$ cat config.mk
export PLATFORM = sky130hd
export DESIGN_NAME = input_auto_repeat_qualifier
export DESIGN_NICKNAME = d
export VERILOG_FILES = /design/src/design/iarq_pkg.sv /design/src/design/iarq_front.sv /design/src/design/iarq_queue.sv /design/src/design/iarq_back.sv /design/src/design/input_auto_repeat_qualifier.sv
export VERILOG_INCLUDE_DIRS = /design/src /design/src/design
export SDC_FILE = /design/constraint.sdc
export NUM_CORES = 1
export LEC_CHECK = 0
export BUFFER_PORTS_ARGS = -buffer_cell sky130_fd_sc_hd__buf_4
export CAP_MARGIN = 20
export CORE_MARGIN = 2
export CORE_UTILIZATION = 65
export DETAILED_ROUTE_END_ITERATION = 8
export PLACE_DENSITY_LB_ADDON = 0.2
export SLEW_MARGIN = 10
export SYNTH_ARGS = -nofsm -noshare
export SYNTH_HDL_FRONTEND = slang
export SYNTH_SLANG_ARGS = --single-unit
$ cat constraint.sdc
create_clock -name clock -period 17 [get_ports clock]
set_input_delay 2.55 -clock clock [delete_from_list [all_inputs] [get_ports clock]]
set_output_delay 2.55 -clock clock [all_outputs]
set_load 0.01 [all_outputs]
$ cat src/design/input_auto_repeat_qualifier_assert.svh
// Assertion macros shared by the auto-repeat qualifier modules.
// Included by files that check their own logic; no other dependencies.
`ifndef INPUT_AUTO_REPEAT_QUALIFIER_ASSERT_SVH
`define INPUT_AUTO_REPEAT_QUALIFIER_ASSERT_SVH
`ifndef SYNTHESIS
`define IARQ_ASSERT_IMPLY(label, clk, rst, ante, cons, msg) \
   label: assert property (@(posedge clk) disable iff (rst) (ante) |-> (cons)) else $error(msg);
`define IARQ_ASSERT_NEXT(label, clk, rst, ante, cons, msg) \
   label: assert property (@(posedge clk) disable iff (rst) (ante) |=> (cons)) else $error(msg);
`else
`define IARQ_ASSERT_IMPLY(label, clk, rst, ante, cons, msg)
`define IARQ_ASSERT_NEXT(label, clk, rst, ante, cons, msg)
`endif
`endif

$ cat src/design/iarq_pkg.sv
// Shared types and constants for the auto-repeat qualifier.
// No dependencies; imported by every module of the block.
`timescale 1ns / 1ps

package iarq_pkg;

   // Fixed field widths.
   localparam int CHANNEL_W   = 5;
   localparam int SAMPLE_W    = 16;
   localparam int TIME_W      = 32;
   localparam int PERIOD_W    = 16;
   localparam int DEADZONE_W  = 15;
   localparam int CSR_DATA_W  = 16;
   localparam int CSR_INDEX_W = 2;
   localparam int QUEUE_DEPTH = 2;

   // Configuration register indexes.
   localparam logic [CSR_INDEX_W-1:0] CSR_HOLD_DELAY    = 2'd0;
   localparam logic [CSR_INDEX_W-1:0] CSR_REPEAT_PERIOD = 2'd1;
   localparam logic [CSR_INDEX_W-1:0] CSR_DEAD_BAND     = 2'd2;

   // Configuration reset values.
   localparam logic [PERIOD_W-1:0]   HOLD_DELAY_RESET    = 16'd500;
   localparam logic [PERIOD_W-1:0]   REPEAT_PERIOD_RESET = 16'd100;
   localparam logic [DEADZONE_W-1:0] DEAD_BAND_RESET     = 15'd8000;

   // Axis direction class.
   typedef enum logic [1:0] {
      DIR_NONE = 2'd0,
      DIR_POS  = 2'd1,
      DIR_NEG  = 2'd2
   } dir_type;

   // A classified item as it travels from the front to the back.
   typedef struct packed {
      logic [CHANNEL_W-1:0]       channel;
      logic                       in_range;
      logic                       menu_mode;
      logic                       active;
      logic                       nonzero;
      dir_type                    cls;
      logic signed [SAMPLE_W-1:0] sample;
      logic [TIME_W-1:0]          time_ms;
   } item_type;

   // Repeat timing settings used by the back end.
   typedef struct packed {
      logic [PERIOD_W-1:0] hold_delay;
      logic [PERIOD_W-1:0] repeat_period;
   } timing_type;

endpackage

$ cat src/design/iarq_front.sv
// Front end: checks the channel range and classifies the sample of an item.
// Depends on iarq_pkg.
`timescale 1ns / 1ps

module iarq_front import iarq_pkg::*; #(
   parameter int NUM_BUTTONS  = 15,
   parameter int NUM_CHANNELS = 21
) (
   input  logic [CHANNEL_W-1:0]       req_channel,
   input  logic signed [SAMPLE_W-1:0] req_sample,
   input  logic [TIME_W-1:0]          req_time_ms,
   input  logic                       req_menu_mode,
   input  logic [DEADZONE_W-1:0]      dead_band,
   output item_type                   item
);

   localparam int LIMIT   = (NUM_CHANNELS > NUM_BUTTONS) ? NUM_CHANNELS : NUM_BUTTONS;
   localparam int LIMIT_W = $clog2(LIMIT + 1);
   localparam int CMP_W   = (LIMIT_W > CHANNEL_W) ? LIMIT_W : CHANNEL_W;

   logic [CMP_W-1:0]           channel_ext;
   logic                       is_axis;
   logic signed [SAMPLE_W-1:0] dz_pos;
   logic signed [SAMPLE_W-1:0] dz_neg;
   dir_type                    cls;
   logic                       nonzero;

   // Channel range and kind.
   assign channel_ext = CMP_W'(req_channel);
   assign is_axis     = channel_ext >= CMP_W'(NUM_BUTTONS);

   // Deadzone bounds; the magnitude fits in the sample width.
   assign dz_pos = signed'({1'b0, dead_band});
   assign dz_neg = -dz_pos;

   assign nonzero = |req_sample;

   // Axis class; buttons always classify as DIR_NONE.
   always_comb begin
      cls = DIR_NONE;
      if (is_axis) begin
         if (req_sample > dz_pos) begin
            cls = DIR_POS;
         end else if (req_sample < dz_neg) begin
            cls = DIR_NEG;
         end
      end
   end

   always_comb begin
      item.channel   = req_channel;
      item.in_range  = channel_ext < CMP_W'(NUM_CHANNELS);
      item.menu_mode = req_menu_mode;
      item.active    = is_axis ? (cls != DIR_NONE) : nonzero;
      item.nonzero   = nonzero;
      item.cls       = cls;
      item.sample    = req_sample;
      item.time_ms   = req_time_ms;
   end

endmodule

$ cat src/design/iarq_queue.sv
// Short item queue between the front and the back end.
// Depends on iarq_pkg and the assertion macro header.
`timescale 1ns / 1ps
`include "input_auto_repeat_qualifier_assert.svh"

module iarq_queue import iarq_pkg::*; (
   input  logic     clock,
   input  logic     reset,
   input  logic     push_valid,
   output logic     push_ready,
   input  item_type push_item,
   output logic     pop_valid,
   input  logic     pop_ready,
   output item_type pop_item
);

   localparam int PTR_W = (QUEUE_DEPTH > 1) ? $clog2(QUEUE_DEPTH) : 1;
   localparam int CNT_W = $clog2(QUEUE_DEPTH + 1);

   item_type         entry_ff [QUEUE_DEPTH];
   logic [PTR_W-1:0] wr_ptr_ff;
   logic [PTR_W-1:0] wr_ptr_in;
   logic [PTR_W-1:0] rd_ptr_ff;
   logic [PTR_W-1:0] rd_ptr_in;
   logic [CNT_W-1:0] count_ff;
   logic [CNT_W-1:0] count_in;
   logic             push;
   logic             pop;

   assign push_ready = count_ff != CNT_W'(QUEUE_DEPTH);
   assign pop_valid  = count_ff != '0;
   assign pop_item   = entry_ff[rd_ptr_ff];
   assign push       = push_valid && push_ready;
   assign pop        = pop_valid && pop_ready;

   // Pointer and fill count updates.
   always_comb begin
      wr_ptr_in = wr_ptr_ff;
      rd_ptr_in = rd_ptr_ff;
      count_in  = count_ff;
      if (push) begin
         wr_ptr_in = (wr_ptr_ff == PTR_W'(QUEUE_DEPTH - 1)) ? '0 : wr_ptr_ff + PTR_W'(1);
      end
      if (pop) begin
         rd_ptr_in = (rd_ptr_ff == PTR_W'(QUEUE_DEPTH - 1)) ? '0 : rd_ptr_ff + PTR_W'(1);
      end
      if (push && !pop) begin
         count_in = count_ff + CNT_W'(1);
      end else if (pop && !push) begin
         count_in = count_ff - CNT_W'(1);
      end
   end

   always_ff @(posedge clock) begin
      if (reset) begin
         wr_ptr_ff <= '0;
         rd_ptr_ff <= '0;
         count_ff  <= '0;
      end else begin
         wr_ptr_ff <= wr_ptr_in;
         rd_ptr_ff <= rd_ptr_in;
         count_ff  <= count_in;
      end
   end

   // Entry storage.
   always_ff @(posedge clock) begin
      if (push) begin
         entry_ff[wr_ptr_ff] <= push_item;
      end
   end

   `IARQ_ASSERT_IMPLY(a_q_count_bound, clock, reset, 1'b1, count_ff <= CNT_W'(QUEUE_DEPTH), "queue count exceeds depth")
   `IARQ_ASSERT_NEXT(a_q_push_grows, clock, reset, push && !pop, count_ff == $past(count_ff) + CNT_W'(1), "push did not grow queue")
   `IARQ_ASSERT_NEXT(a_q_pop_shrinks, clock, reset, pop && !push, count_ff == $past(count_ff) - CNT_W'(1), "pop did not shrink queue")

endmodule

$ cat src/design/iarq_back.sv
// Back end: per-channel repeat state, firing decision and result register.
// Depends on iarq_pkg and the assertion macro header.
`timescale 1ns / 1ps
`include "input_auto_repeat_qualifier_assert.svh"

module iarq_back import iarq_pkg::*; #(
   parameter int NUM_CHANNELS = 21
) (
   input  logic                       clock,
   input  logic                       reset,
   input  logic                       item_valid,
   output logic                       item_ready,
   input  item_type                   item,
   input  timing_type                 timing,
   output logic                       rsp_valid,
   input  logic                       rsp_ready,
   output logic [CHANNEL_W-1:0]       rsp_out_channel,
   output logic                       rsp_fire,
   output logic [1:0]                 rsp_direction,
   output logic signed [SAMPLE_W-1:0] rsp_raw_level
);

   localparam int IDX_W = $clog2(NUM_CHANNELS);
   localparam int CNT_W = $clog2(NUM_CHANNELS + 1);
   localparam int CMP_W = (CNT_W > CHANNEL_W) ? CNT_W : CHANNEL_W;

   // Per-channel state.
   logic              held_ff      [NUM_CHANNELS];
   logic              repeating_ff [NUM_CHANNELS];
   logic [TIME_W-1:0] last_fire_ff [NUM_CHANNELS];

   // Result register.
   logic                       rsp_valid_ff;
   logic [CHANNEL_W-1:0]       rsp_channel_ff;
   logic                       rsp_fire_ff;
   dir_type                    rsp_direction_ff;
   logic signed [SAMPLE_W-1:0] rsp_raw_level_ff;

   logic [CMP_W-1:0]           channel_ext;
   logic [IDX_W-1:0]           idx;
   logic                       pop;
   logic                       cur_held;
   logic                       cur_repeating;
   logic [TIME_W-1:0]          cur_last_fire;
   logic [TIME_W-1:0]          elapsed;
   logic                       state_wr;
   logic                       held_in;
   logic                       repeating_in;
   logic [TIME_W-1:0]          last_fire_in;
   logic                       fire;
   dir_type                    direction;
   logic signed [SAMPLE_W-1:0] raw_level;

   assign channel_ext = CMP_W'(item.channel);
   assign idx         = channel_ext[IDX_W-1:0];
   assign item_ready  = !rsp_valid_ff || rsp_ready;
   assign pop         = item_valid && item_ready;

   assign cur_held      = held_ff[idx];
   assign cur_repeating = repeating_ff[idx];
   assign cur_last_fire = last_fire_ff[idx];
   assign elapsed       = item.time_ms - cur_last_fire;

   // Firing decision and next channel state.
   always_comb begin
      state_wr     = 1'b0;
      held_in      = cur_held;
      repeating_in = cur_repeating;
      last_fire_in = cur_last_fire;
      fire         = 1'b0;
      direction    = DIR_NONE;
      raw_level    = '0;
      if (item.in_range) begin
         state_wr = 1'b1;
         if (!item.menu_mode) begin
            // Pass-through restarts the channel timer.
            fire         = item.nonzero;
            raw_level    = item.sample;
            held_in      = item.nonzero;
            repeating_in = 1'b0;
            last_fire_in = item.time_ms;
         end else if (item.active) begin
            if (!cur_held) begin
               fire         = 1'b1;
               repeating_in = 1'b0;
            end else if (cur_repeating) begin
               fire = elapsed >= TIME_W'(timing.repeat_period);
            end else if (elapsed >= TIME_W'(timing.hold_delay)) begin
               fire         = 1'b1;
               repeating_in = 1'b1;
            end
            if (fire) begin
               last_fire_in = item.time_ms;
               direction    = item.cls;
            end
            held_in = 1'b1;
         end else begin
            // Release clears the channel.
            held_in      = 1'b0;
            repeating_in = 1'b0;
            last_fire_in = '0;
         end
      end
   end

   // Channel flags.
   always_ff @(posedge clock) begin
      if (reset) begin
         for (int i = 0; i < NUM_CHANNELS; i++) begin
            held_ff[i]      <= 1'b0;
            repeating_ff[i] <= 1'b0;
         end
      end else if (pop && state_wr) begin
         held_ff[idx]      <= held_in;
         repeating_ff[idx] <= repeating_in;
      end
   end

   // Channel timestamps; only read after a press has written them.
   always_ff @(posedge clock) begin
      if (pop && state_wr) begin
         last_fire_ff[idx] <= last_fire_in;
      end
   end

   // Result register.
   always_ff @(posedge clock) begin
      if (reset) begin
         rsp_valid_ff <= 1'b0;
      end else if (item_ready) begin
         rsp_valid_ff <= item_valid;
      end
   end

   always_ff @(posedge clock) begin
      if (pop) begin
         rsp_channel_ff   <= item.channel;
         rsp_fire_ff      <= fire;
         rsp_direction_ff <= direction;
         rsp_raw_level_ff <= raw_level;
      end
   end

   assign rsp_valid       = rsp_valid_ff;
   assign rsp_out_channel = rsp_channel_ff;
   assign rsp_fire        = rsp_fire_ff;
   assign rsp_direction   = rsp_direction_ff;
   assign rsp_raw_level   = rsp_raw_level_ff;

   `IARQ_ASSERT_IMPLY(a_dir_only_in_menu, clock, reset, rsp_valid_ff && rsp_direction_ff != DIR_NONE, rsp_fire_ff && rsp_raw_level_ff == '0, "direction without a menu firing")
   `IARQ_ASSERT_IMPLY(a_out_of_range_quiet, clock, reset, rsp_valid_ff && CMP_W'(rsp_channel_ff) >= CMP_W'(NUM_CHANNELS), !rsp_fire_ff && rsp_raw_level_ff == '0 && rsp_direction_ff == DIR_NONE, "out of range channel reported activity")
   `IARQ_ASSERT_NEXT(a_release_silent, clock, reset, pop && item.in_range && item.menu_mode && !item.active, rsp_valid_ff && !rsp_fire_ff, "released channel fired")

endmodule

$ cat src/design/input_auto_repeat_qualifier.sv
// An accepted item is written into a queue entry; when the back end pops it, its result
// is registered in the result register that drives rsp_valid and the outputs.
// Throughput: one item per cycle while rsp_ready is high; a held result stalls the queue.
// The front classifies into a two-entry queue; the back end updates state and registers.
// Reset (synchronous): clears all channel held and repeating flags, the queue and result
// valid, and restores repeat delay 500, period 100 and deadzone 8000.
`timescale 1ns / 1ps

module input_auto_repeat_qualifier import iarq_pkg::*; #(
   parameter int NUM_BUTTONS  = 15,
   parameter int NUM_CHANNELS = 21
) (
   input  logic                       clock,
   input  logic                       reset,
   input  logic                       req_valid,
   output logic                       req_ready,
   input  logic [CHANNEL_W-1:0]       req_channel,
   input  logic signed [SAMPLE_W-1:0] req_sample,
   input  logic [TIME_W-1:0]          req_time_ms,
   input  logic                       req_menu_mode,
   output logic                       rsp_valid,
   input  logic                       rsp_ready,
   output logic [CHANNEL_W-1:0]       rsp_out_channel,
   output logic                       rsp_fire,
   output logic [1:0]                 rsp_direction,
   output logic signed [SAMPLE_W-1:0] rsp_raw_level,
   input  logic                       csr_we,
   input  logic [CSR_INDEX_W-1:0]     csr_index,
   input  logic [CSR_DATA_W-1:0]      csr_wdata
);

   logic [PERIOD_W-1:0]   hold_delay_ff;
   logic [PERIOD_W-1:0]   repeat_period_ff;
   logic [DEADZONE_W-1:0] dead_band_ff;
   timing_type            timing;
   item_type              front_item;
   item_type              back_item;
   logic                  back_valid;
   logic                  back_ready;

   // Configuration registers.
   always_ff @(posedge clock) begin
      if (reset) begin
         hold_delay_ff    <= HOLD_DELAY_RESET;
         repeat_period_ff <= REPEAT_PERIOD_RESET;
         dead_band_ff     <= DEAD_BAND_RESET;
      end else if (csr_we) begin
         unique case (csr_index)
            CSR_HOLD_DELAY:    hold_delay_ff    <= csr_wdata[PERIOD_W-1:0];
            CSR_REPEAT_PERIOD: repeat_period_ff <= csr_wdata[PERIOD_W-1:0];
            CSR_DEAD_BAND:     dead_band_ff     <= csr_wdata[DEADZONE_W-1:0];
            default: begin
            end
         endcase
      end
   end

   assign timing.hold_delay    = hold_delay_ff;
   assign timing.repeat_period = repeat_period_ff;

   // Classification of the incoming item.
   iarq_front #(
      .NUM_BUTTONS  (NUM_BUTTONS),
      .NUM_CHANNELS (NUM_CHANNELS)
   ) u_front (
      .req_channel   (req_channel),
      .req_sample    (req_sample),
      .req_time_ms   (req_time_ms),
      .req_menu_mode (req_menu_mode),
      .dead_band     (dead_band_ff),
      .item          (front_item)
   );

   // Queue decoupling the front and the back end.
   iarq_queue u_queue (
      .clock      (clock),
      .reset      (reset),
      .push_valid (req_valid),
      .push_ready (req_ready),
      .push_item  (front_item),
      .pop_valid  (back_valid),
      .pop_ready  (back_ready),
      .pop_item   (back_item)
   );

   // Repeat state and result register.
   iarq_back #(
      .NUM_CHANNELS (NUM_CHANNELS)
   ) u_back (
      .clock           (clock),
      .reset           (reset),
      .item_valid      (back_valid),
      .item_ready      (back_ready),
      .item            (back_item),
      .timing          (timing),
      .rsp_valid       (rsp_valid),
      .rsp_ready       (rsp_ready),
      .rsp_out_channel (rsp_out_channel),
      .rsp_fire        (rsp_fire),
      .rsp_direction   (rsp_direction),
      .rsp_raw_level   (rsp_raw_level)
   );

endmodule

==> metrics.md <==
| Metric | Value |
|---|---|
| Top_reg_cell synth | edfxtp_1 |
| Crit path max-delay cell type | nand4b_4 |
| Period utilisation layout | 59.9% |
| CP arrival | 10.48 ns |
| Max VDD drop | 0.134 mV |
| Compound-Gate Fraction of Synth Area | 7.76% |
| CTS Buf Count | 90 |
| Via density | 7.02 |
| Starting Density | 65.4% |
| Pin count of the biggest net entering global routing | 128 |
| Final Skew | 0.0511 ns |
| WL final | 109000 µm |
| Clk root buf | clkbuf_16 |
| I/O pin count | 103 |
| Die ar. | 63900 µm² |
| CTS tree | done |
| Power per cell area | 184 nW/µm² |
| Tot GR Track Use | 34.5% |
| Mux contribution to synthesized area | 11.8% |
| Initial antenna violation count | 9 |
| Area delta synth->final | 12.0% |
| Layout Nets | 2773 |
| H-tree depth | 3 |
| Cells on Worst Hold Path | 2 |
| Worst hold slack | 0.460 ns |
| Clock Latency Late Sink | 0.68 ns |
| Max Cap Violations | 0 |
| Most common cell after layout, fill and taps aside | edfxtp_1 |
| CP Capture Type | register |
| DRT iter0 DRCs | 3427 |
| Post_cts resized | 0 |
| # rows | 91 |
| CTS Sinks | 931 |
| Die Y-Extent | 253 µm |
| RSZ-0062 raised after global routing | no |
| Worst slack, placed | 7.06 ns |
| Simple logic cell fraction of the synthesized area | 5.87% |
| Fin. max-slew vios | 0 |
| Final Power | 0.00830 W |
| Hold EP | hold_delay_ff[9] |
| Share of synthesized registers carrying an async set or reset | 0% |
| Fin util | 73.3% |
| Share of cells above drive strength 1 | 20.8% |
| Most frequent cells in the layout | 878 x edfxtp_1, 162 x mux4_2, 148 x buf_4 |
| Hpwl dp | 61600 µm |
| Post-route setup slack | 6.81 ns |
| Reg-to-reg slack, setup | 6.81 ns |
| Routed WL per cell | 31.3 µm |
| Hold buffer count at CTS | 0 |
| Routed vias | 24300 |
| Synth warn | 0 |
| Startpoint Class | register |
| R2R cell count | 28 |
| Post-synth EDFFs | 878 |
| Yosys reg bits | 931 |
| Postcts setup bufs | 0 |
| Syn nets | 2656 |
| # setup viols final | 0 |
| Crit path kind | reg -> reg |
| Synth Area in XOR/XNOR | 0.958% |
| Seq/Total Area, Yosys | 68.2% |
| Drt pass-1 iters | 8 |
| Setup tns final | 0 ns |
| Final hold viol count | 0 |
| Clock tree buffer depth | 3 |
| First-pass GRT wire length | 157000 µm |
| Hold crit path type | reg -> reg |
| Crit path time final | 10.19 ns |
| R2r endpoint | u_back.last_fire_ff[0][4] |
| Largest family of logic cells by synthesized area | multiplexers |
| Avg Synthesized Cell Area | 16.2 µm² |
| P_leak | 15.2 nW |
| Worst-Margin Slew | 1.10 ns |
| Slew headroom | 26.1% |
| Core area | 61500 µm² |
| Post-Synth Adder-Cell Area | 3.00% |
| Crit-path max FO | 48 |
| Routability cong. | 0.912 |
| Worst-path clk slew | 0.06 ns |
| Antenna Nets Post-Route | 0 |
| FMAX | 98.1 MHz |
| Status | complete, no violations |
| Layout fillers | 3631 |
| CP required | 17.29 ns |
| Die Width | 253 µm |
| Post-Syn Area | 40200 µm² |
| DR DRC count | 0 |
| GR Overflow Total | 0 |
| Synth cell types | 85 |
| IO buf count | 102 |
| Cells after Synth | 2484 |
| Vias in the first global route | 24100 |
| Slowest stage delay, CP | 0.93 ns |
| Worst min-delay path startpoint | hold_delay_ff[9] |
## per-stage QoR
step                area, µm²  instances
global route            45000       3466
CTS                     45000       3464
finish                  45000       3468
detailed placement      42000       3297
global placement        42000       3297
floorplan               40200       2484
## power breakdown
| group | switching, W | internal (W) | total [W] |
|---|---|---|---|
| Sequential | 0.0000642 | 0.00303 | 0.00310 |
| Clock | 0.000893 | 0.00111 | 0.00201 |
| Combinational | 0.00206 | 0.00114 | 0.00319 |
## cell type report
cell class / count / area, µm² / area share [%]
well taps: 790 / 988 / 2.19
multi-input cells: 1315 / 12000 / 26.7
repair buffers: 150 / 1160 / 2.57
inverters: 113 / 424 / 0.942
diodes: 2 / 5.00 / 0.0111
clock inverters: 60 / 648 / 1.44
clock buffers: 107 / 2350 / 5.22
flip-flops and latches: 931 / 27400 / 60.9
## metal layers
metal / track usage (%) / part of all wire, % / vias up
met3: 8.69 / 12 / 352
met2: 55.0 / 48 / 1749
met4: 14.9 / 4.4 / 14
li1: - / - / 10100
met1: 45.6 / 36 / 12100
met5: 0 / 0.087 / -
## registers in the layout (all words and copies together), names as in the netlist, named ones only
name and count:
dead_band_ff 15, hold_delay_ff 16, repeat_period_ff 16, u_back.held_ff 32
u_back.last_fire_ff 672, u_back.repeating_ff 32, u_back.rsp_direction 2, u_back.rsp_fire 1
u_back.rsp_out_channel 5, u_back.rsp_raw_level 16, u_back.rsp_valid 1, u_queue.count_ff 2
u_queue.entry_ff 118, u_queue.rd_ptr_ff 1, u_queue.wr_ptr_ff 1
## worst max path at each step
stage	end	slack, ns	cells past startpoint
2_1_floorplan	u_back.last_fire_ff[0][28]	8.91	32
3_3_place_gp	u_back.last_fire_ff[2][2]	7.13	28
3_5_place_dp	u_back.last_fire_ff[5][24]	7.06	28
4_1_cts	u_back.last_fire_ff[0][10]	6.93	28
5_1_grt	u_back.last_fire_ff[3][29]	6.18	28
6_report	u_back.last_fire_ff[0][4]	6.81	28
## kinds of logic after synthesis
group | after synthesis
xor+xnor | 44
mux | 257
buf+inv | 238
simple gates | 484
compound gates | 434
flops | 931
fa+ha+maj | 96
## worst max-delay path, delay by kind of cell (launching register included)
kind | cells | cell delay [ns]
AOI/OAI and AO/OA | 16 | 3.96
and+or+nand+nor | 3 | 1.15
adders and majority gates | 2 | 0.62
DFF | 1 | 0.79
xor gates and xnor gates | 1 | 0.22
muxes | 2 | 0.94
buffers and inverters | 4 | 1.94
## synthesized netlist by cell type, types with 34 or more instances
master / number / area [µm²]
a21o_1: 35 / 263
a21oi_1: 94 / 470
a22oi_1: 57 / 428
a32o_1: 36 / 360
clkbuf_1: 83 / 312
dfxtp_1: 53 / 1060
edfxtp_1: 878 / 26400
ha_1: 94 / 1180
inv_1: 112 / 420
mux2_2: 34 / 383
mux2i_1: 53 / 531
mux4_2: 162 / 3650
nand2_1: 136 / 510
nor2_1: 140 / 526
o21ai_0: 34 / 170
xnor2_1: 34 / 298
Note: power is estimated with default switching activity, not from simulation.
